===== src/design/assert_macros.svh =====
// Assertion macros shared by the list engine RTL.
// Depends on clk and arst_n being visible at the point of use.
`ifndef ASSERT_MACROS_SVH
`define ASSERT_MACROS_SVH

// Property must hold at every clock edge out of reset
`define ASSERT_CLK(lbl, prop, msg) \
	lbl: assert property (@(posedge clk) disable iff (!arst_n) (prop)) else $error(msg);

// Condition must never be seen at a clock edge out of reset
`define ASSERT_NEVER(lbl, cond, msg) \
	lbl: assert property (@(posedge clk) disable iff (!arst_n) !(cond)) else $error(msg);

`endif


===== src/design/ile_pkg.sv =====
// Shared constants and types for the indexed list engine.
// No dependencies.
package ile_pkg;

	// Default sizing
	localparam int DEF_CAPACITY   = 64;
	localparam int DEF_ITEM_WIDTH = 32;

	// Fixed field widths on the channels
	localparam int MODE_W  = 3;
	localparam int POS_W   = 7;
	localparam int WORD_W  = 32;
	localparam int STAT_W  = 2;
	localparam int COUNT_W = 7;

	// Request modes
	localparam logic [MODE_W-1:0] MODE_INSERT = 3'd0;
	localparam logic [MODE_W-1:0] MODE_REMOVE = 3'd1;
	localparam logic [MODE_W-1:0] MODE_SET    = 3'd2;
	localparam logic [MODE_W-1:0] MODE_GET    = 3'd3;
	localparam logic [MODE_W-1:0] MODE_APPEND = 3'd4;
	localparam logic [MODE_W-1:0] MODE_POP    = 3'd5;

	// Result status codes
	localparam logic [STAT_W-1:0] STAT_DONE   = 2'd0;
	localparam logic [STAT_W-1:0] STAT_BOUNDS = 2'd1;
	localparam logic [STAT_W-1:0] STAT_FULL   = 2'd2;

	// Operation broadcast to every cell in the row
	typedef enum logic [1:0] {
		CELL_HOLD = 2'd0,
		CELL_INS  = 2'd1,
		CELL_REM  = 2'd2,
		CELL_SET  = 2'd3
	} cell_op_t;

	typedef struct packed {
		cell_op_t op;
		logic     rd;
	} cell_cmd_t;

endpackage


===== src/design/ile_cell.sv =====
// One storage cell of the list row: holds a single entry, shifts to/from neighbours.
// Depends on ile_pkg.
module ile_cell #(
	parameter int CAPACITY   = ile_pkg::DEF_CAPACITY,
	parameter int ITEM_WIDTH = ile_pkg::DEF_ITEM_WIDTH,
	parameter int INDEX      = 0
) (
	input  logic                         clk,
	input  ile_pkg::cell_cmd_t           cmd,
	input  logic [$clog2(CAPACITY)-1:0]  tgt,
	input  logic [ITEM_WIDTH-1:0]        item,
	input  logic [ITEM_WIDTH-1:0]        left,
	input  logic [ITEM_WIDTH-1:0]        right,
	output logic [ITEM_WIDTH-1:0]        data,
	output logic [ITEM_WIDTH-1:0]        hit
);
	localparam int IDX_W = $clog2(CAPACITY);
	localparam logic [IDX_W-1:0] MY_IDX = IDX_W'(INDEX);

	logic [ITEM_WIDTH-1:0] data_q;
	logic [ITEM_WIDTH-1:0] hit_q;
	logic [ITEM_WIDTH-1:0] data_d;

	// Next entry value for the broadcast operation
	always_comb begin
		data_d = data_q;
		case (cmd.op)
			ile_pkg::CELL_INS: begin
				if (MY_IDX > tgt) begin
					data_d = left;
				end else if (MY_IDX == tgt) begin
					data_d = item;
				end
			end
			ile_pkg::CELL_REM: begin
				if (MY_IDX >= tgt) begin
					data_d = right;
				end
			end
			ile_pkg::CELL_SET: begin
				if (MY_IDX == tgt) begin
					data_d = item;
				end
			end
			default: data_d = data_q;
		endcase
	end

	// Entry store; read tap holds the pre-update word of the addressed cell, else zero
	always_ff @(posedge clk) begin
		data_q <= data_d;
		hit_q  <= (cmd.rd && (MY_IDX == tgt)) ? data_q : '0;
	end

	assign data = data_q;
	assign hit  = hit_q;
endmodule


===== config.mk =====
export PLATFORM = sky130hd
export DESIGN_NAME = ile_cell
export DESIGN_NICKNAME = d
export VERILOG_FILES = /design/src/design/assert_macros.svh /design/src/design/ile_pkg.sv /design/src/design/ile_cell.sv
export SDC_FILE = /design/constraint.sdc
export NUM_CORES = 1
export LEC_CHECK = 0
export BUFFER_PORTS_ARGS = -buffer_cell sky130_fd_sc_hd__buf_2
export CORE_MARGIN = 1
export CORE_UTILIZATION = 45
export DETAILED_ROUTE_END_ITERATION = 8
export GPL_TIMING_DRIVEN = 0
export HOLD_SLACK_MARGIN = 0.12
export MAX_ROUTING_LAYER = met4
export PLACE_DENSITY = 0.89
export SYNTH_ARGS = -nofsm -noshare
export SYNTH_HDL_FRONTEND = slang
export SYNTH_SLANG_ARGS = --single-unit

===== constraint.sdc =====
create_clock -name clk -period 5.2 [get_ports clk]
set_clock_uncertainty 0.2 [all_clocks]
set_input_delay 0.26 -clock clk [delete_from_list [all_inputs] [get_ports clk]]
set_output_delay 0.26 -clock clk [all_outputs]
set_load 0.01 [all_outputs]

==> results of run 1 <==
## repair_timing
item,in CTS,in global routing
buffers inserted,0,0
hold endpoints to repair,34,0
hold buffers,38,0
## sequential cells by signal, summed over array words and instances (netlist names)
register,count
data,32
hit,32
## final cells by class
cell class / instances / area, sq um / share of cell area
Timing Repair Buffer: 175 / 1070 / 0.269
Multi-Input combinational cell: 168 / 906 / 0.228
Tap cell: 72 / 90.1 / 0.0227
Clock buffer: 12 / 145 / 0.0366
Sequential cell: 64 / 1600 / 0.404
Buffer: 24 / 116 / 0.0293
Clock inverter: 4 / 43.8 / 0.0110
## per-stage QoR
stage | util | total power [mW] | setup slack (ps)
CTS | 0.712 | 1.14 | 2540
floorplan | - | 0.643 | 2750
finish | 0.712 | 1.14 | 2550
global placement | 0.610 | 0.708 | 2220
global route | 0.712 | 1.19 | 2410
detailed placement | 0.610 | 0.714 | 2190
## tightest hold or removal path: cells and delay by family
kind | cells | cell delay (ps)
AOI/OAI and AO/OA | 2 | 200
buffers and inverters | 1 | 80
## cells by family after synthesis
logic type	after synthesis
simple gates	71
compound gates	97
buf+inv	24
flops	64
## routing by layer
layer  share of wire  wire [microns]
met1            0.38            3330
met3           0.061             525
met2            0.52            4530
met4           0.031             271
met5               0               0
## cell usage after synthesis
cell      count  area, sq um
nor2_1       33          124
a21oi_1      32          160
a31oi_1      32          200
and3_1       32          200
dfxtp_1      32          641
edfxtp_1     32          961
o21ai_0      32          160
clkbuf_1     18         67.6
buf_2         3         15.0
buf_6         3         33.8
a21o_1        1         7.51
nand2b_1      1         6.26
nor2_4        1         11.3
nor2b_1       1         6.26
nor4_2        1         12.5
or2_0         1         6.26
or4_4         1         11.3
## report_power, final
group | switching [mW] | leakage, nW | internal, mW
Clock | 0.181 | 0.0978 | 0.232
Combinational | 0.0832 | 1.19 | 0.0760
Sequential | 0.0141 | 0.566 | 0.558
## placed cells by master, fill, tap and decap left out
cell,n
nand2b_1,1
buf_6,3
bufinv_16,1
clkinv_2,2
clkbuf_8,10
and3_1,32
clkbuf_1,20
or4_4,1
dlygate4sd3_1,38
a21o_1,1
o21ai_0,32
nor2_1,33
nor2_4,1
dfxtp_1,32
clkinv_1,1
nor2b_1,1
a21oi_1,32
buf_2,140
or2_0,1
a31oi_1,32
nor4_2,1
edfxtp_1,32
## worst min path at each step
stage	startpoint	end	cells after the start
2_1_floorplan	cmd[0]	hit[0]	1
3_3_place_gp	data[21]	hit[21]	1
3_5_place_dp	data[13]	hit[13]	1
4_1_cts	item[29]	data[29]	3
5_1_grt	item[6]	data[6]	3
6_report	item[6]	data[6]	3
==> flow_summary.ini, run 1 <==
[synthesis]
synth.mux.area_fraction = 0
syn_inst = 256
dominant_combinational_cell_family_by_area_after_synthesis = compound AO/OA/AOI/OAI gates
synth-adder-area-share = 0
ys_ff_latch = 64
synth_cell_type_count = 17
synth_simple_gate_area_frac = 0.144
synth_xor_area_frac = 0
synth.yosys.seq_area_share = 0.610
synth_area_sq_um = 2620
synth-compound-area-share = 0.201
syn-mean-instance-area_sq_um = 10.2
synth_nets = 362
yosys_warnings = 0

[grt]
first_pass_grt_wire_length_mm = 13.1
global_route_total_usage_across_every_layer = 0.294
globalRouteMet2Util = 0.509
use_met3 = 0.0488
grt_pass1_vias = 2775
met1_usage_in_global_routing = 0.322
antenna_found_initial = 0
maximum_number_of_pins_on_one_net_before_global_route_repair = 33
globalRoute.busiestLayer = met2
globalRouteOverflowTotal = 0

[clocking]
htree_levels = 3
number_of_cts_inserted_buffers = 9
post_cts.resized_instances = 0
clock_tree_from_tritoncts = yes
cts_root_buf = clkbuf_8
cts.reportedPaths.clkPinSlew_ps = 70
clock_path_buffers = 2
clkSinkCount = 64
clk-insertion-delay-late_ps = 330

[worst_setup_path]
critical_path.slowest_cell = a21o_1
r2r-end = data[25]
worst-r2r-cell-count = 3
worst-path-stages = 5
crit_path_start = tgt[5]
critical_path.reg2reg.startpoint = data[25]
cp-end-kind = register
cp_startpoint_kind = input port
series_of_cell_instances_along_the_critical_path = buf_2, or4_4, nor2_4, buf_6, a21o_1
crit_arrival_ps = 2390
criticalPathCategory = input port to register
cp.buffers_inverters = 2
crit_path_end = data[2]
ff2ff_setup_slack_ps = 3580
crit_required_ps = 4930
crit_fanout = 32
slowest_delay_ps = 1030
critical-path-top-delay-family = compound AO/OA/AOI/OAI gates

[cells_and_area]
finish.cell_count_without_fillers = 519
finished_cell_area_sq_um = 3970
fillerInstances = 445
num-nets-final = 548
post_route_cells_drive_above_1_share = 0.356
area_growth_pct = 51.3
num_antenna_cells = 0

[timing]
holdWs_ps = 127
max_clock_freq_ghz = 0.377
rsz0062_at_grt = false
fin_crit_sh = 0.510
final.setup.tns_ps = 0
worst-slew-pin-transition_ps = 1350
hold_violations = 0
timing.slew.headroom = 0.101
maxSlewViolCount = 0
final-setup-viol-count = 0
finalWorstPathRequiredPeriod_ps = 2650

[floorplanning]
die_w_microns = 78.4
fp.coreArea_sq_um = 5570
io_pins = 170
die_h_microns = 78.4
start_util = 0.471
design.die.area_sq_um = 6140
rows = 27

[placed_design]
io_buffers = 137
place.detailed.instances = 465
gp_congestion = 0.885
place_area_sq_um = 3400
detailedPlacementHpwl_mm = 5.56

[power_and_ir_drop]
total_leakage_power_nw = 1.86
power_density_nw_per_um2 = 288
max-vdd-ir-drop_mv = 0.192

[routing]
routedWlPerCell_microns = 16.7
first_iter_violations = 106
route.detailed.drc = 0
drt-vias-per-instance = 5.41
number_of_routed_nets_with_antenna_violations = 0
drt_pre_antenna_iters = 5
detail_route.wirelength_mm = 8.66
vias = 2807

[outcome]
outcome = finished clean

[min_path]
hp-class = input port to register

[run]
max_cap_violations = 0
(Power assumes the default switching activity.)
==> inputs of run 2 (changes only) <==
--- a/config.mk
+++ b/config.mk
@@ -7,12 +7,12 @@
 export LEC_CHECK = 0
 export BUFFER_PORTS_ARGS = -buffer_cell sky130_fd_sc_hd__buf_2
 export CORE_MARGIN = 1
-export CORE_UTILIZATION = 45
+export CORE_UTILIZATION = 42
 export DETAILED_ROUTE_END_ITERATION = 8
 export GPL_TIMING_DRIVEN = 0
 export HOLD_SLACK_MARGIN = 0.12
 export MAX_ROUTING_LAYER = met4
-export PLACE_DENSITY = 0.89
+export PLACE_DENSITY = 0.84
 export SYNTH_ARGS = -nofsm -noshare
 export SYNTH_HDL_FRONTEND = slang
 export SYNTH_SLANG_ARGS = --single-unit
==> constraint.sdc (replaced) <==
create_clock -name clk -period 2.6 [get_ports clk]
set_clock_uncertainty 0.2 [all_clocks]
set_input_delay 0.13 -clock clk [delete_from_list [all_inputs] [get_ports clk]]
set_output_delay 0.13 -clock clk [all_outputs]
set_load 0.01 [all_outputs]
==> run 2 against run 1 <==
- setup slack lost 2100 ps
- wire length grew 7.7%
- utilization shrank 0.34 points
- first-iteration DRC count grew to 2.6 times the previous value
- largest cell class unchanged
- largest power group unchanged
- die area grew 7.0%
==> flow_summary.ini, run 2 (same netlist as run 1, synthesis figures left out) <==
[grt]
first_pass_grt_wire_length_mm = 14.0
antenna_found_initial = 0
maximum_number_of_pins_on_one_net_before_global_route_repair = 33
global_route_total_usage_across_every_layer = 0.297
grt_pass1_vias = 2942
globalRouteOverflowTotal = 0

[power_and_ir_drop]
max-vdd-ir-drop_mv = 0.307
total_power_mw = 2.38
pwr-share-seq = 0.482
netSwitchingFraction = 0.250
total_leakage_power_nw = 1.96
power_density_nw_per_um2 = 560
intPower_mw = 1.78
clockPowerShare = 0.356
share_comb_of_total_power = 0.162
netSwitchingPower_mw = 0.595

[timing]
max_clock_freq_ghz = 0.458
final.setup.worst_slack_ps = 416
final-setup-viol-count = 0
fin_crit_sh = 0.840
rsz0062_at_grt = false
timing.slew.headroom = 0.492
final.setup.tns_ps = 0
maxSlewViolCount = 0
finalWorstPathRequiredPeriod_ps = 2180
hold_violations = 0
worst-slew-pin-transition_ps = 762

[worst_setup_path]
series_of_cell_instances_along_the_critical_path = buf_2, or4_4, clkbuf_1, o21ai_0, a21oi_1, dlygate4sd3_1
slowest_delay_ps = 590
criticalPathCategory = input port to register
cp.buffers_inverters = 3
cp_startpoint_kind = input port
cp-end-kind = register
critical-path-top-delay-family = buffers and inverters
crit_required_ps = 2490
crit_arrival_ps = 2070
critical_path.slowest_cell = or4_4
crit_fanout = 10

[clocking]
clkSinkCount = 64
cts_post_setup_buffers_inserted = 0
cts_root_buf = clkbuf_8
htree_levels = 3
clk-insertion-delay-late_ps = 330
cts.reportedPaths.clkPinSlew_ps = 80
clock_tree_from_tritoncts = yes
clock_path_buffers = 2
number_of_cts_inserted_buffers = 9

[routing]
detail_route.wirelength_mm = 9.32
number_of_routed_nets_with_antenna_violations = 0
vias = 3041
first_iter_violations = 274
drt-vias-per-instance = 5.54
drt_pre_antenna_iters = 5
routedWlPerCell_microns = 17.0
route.detailed.drc = 0

[floorplanning]
die_w_microns = 81.0
design.die.area_sq_um = 6570
io_pins = 170
fp.coreArea_sq_um = 5990
die_h_microns = 81.0
rows = 28
start_util = 0.438

[placed_design]
detailedPlacementHpwl_mm = 5.46
io_buffers = 137
detailedPlace.worstSlack_ps = -283
gp_congestion = 0.850

[cells_and_area]
most-common-layout-cells = buf_2, dlygate4sd3_1, nor2_1
fillerInstances = 438
regArea_sq_um = 1600
most_common_cell_after_layout_fill_and_taps_aside = buf_2
multi_input_comb_area_sq_um = 907
num-nets-final = 575
post_route_cells_drive_above_1_share = 0.340
num_antenna_cells = 0
area_growth_pct = 61.8

[outcome]
outcome = finished clean

[min_path]
hp-class = input port to register

[run]
max_cap_violations = 0
[run 2: cell count changes in the layout (fill, tap and decap cells not counted), sizes merged]
cell,delta
dlygate4sd3,+27
[run 2: metal layers]
metal / GRT usage / vias to the layer above / wire length [microns]
li1: - / 1376 / -
met1: 0.353 / 1419 / 3520
met3: 0.0506 / 35 / 729
met5: - / - / 0
met2: 0.487 / 211 / 4730
met4: 0.145 / 0 / 345
[run 2: final timing paths]
check | start | to | slack (ps) | cells past startpoint
worst min register to register | data[25] | hit[25] | 320 | 1
worst max-delay path | tgt[5] | data[9] | 420 | 6
worst min-delay path | tgt[1] | hit[0] | 130 | 4
worst max register to register | data[2] | data[2] | 900 | 3
[run 2: worst register-to-register path, stage by stage (launching register included)]
cell,delay [ps]
edfxtp_1,430
o21ai_0,130
a21oi_1,120
dlygate4sd3_1,570
[run 2: timing repair]
action / 4_1_cts / 5_1_grt
resized for setup: 0 / 1
hold buffers: 65 / 0
endpoints found under the setup margin: 0 / 28
endpoints found under the hold margin: 34 / 0
[run 2: per-stage QoR]
stage	cells	hold slack, ps	area (sq um)	utilization
2_1_floorplan	256	82.5	2620	-
3_3_place_gp	468	213	3400	0.568
3_5_place_dp	468	226	3400	0.568
4_1_cts	549	128	4240	0.708
5_1_grt	549	147	4250	0.709
6_report	549	129	4250	0.709
[run 2: area by class of cell]
type                       count  share of cell area
buffer                        24              0.0274
clock buffer                  12              0.0342
clock inverter                 4              0.0106
multi-input combinational    168               0.214
sequential                    64               0.377
tap                           75              0.0221
timing repair buffer         202               0.315
[run 2: power groups by stage]
stage | combinational [mW] | clock, mW | sequential, mW
finish | 0.385 | 0.847 | 1.15
global route | 0.413 | 0.904 | 1.15
CTS | 0.368 | 0.841 | 1.14
detailed placement | 0.259 | 0 | 1.17
global placement | 0.251 | 0 | 1.16
floorplan | 0.106 | 0 | 1.18
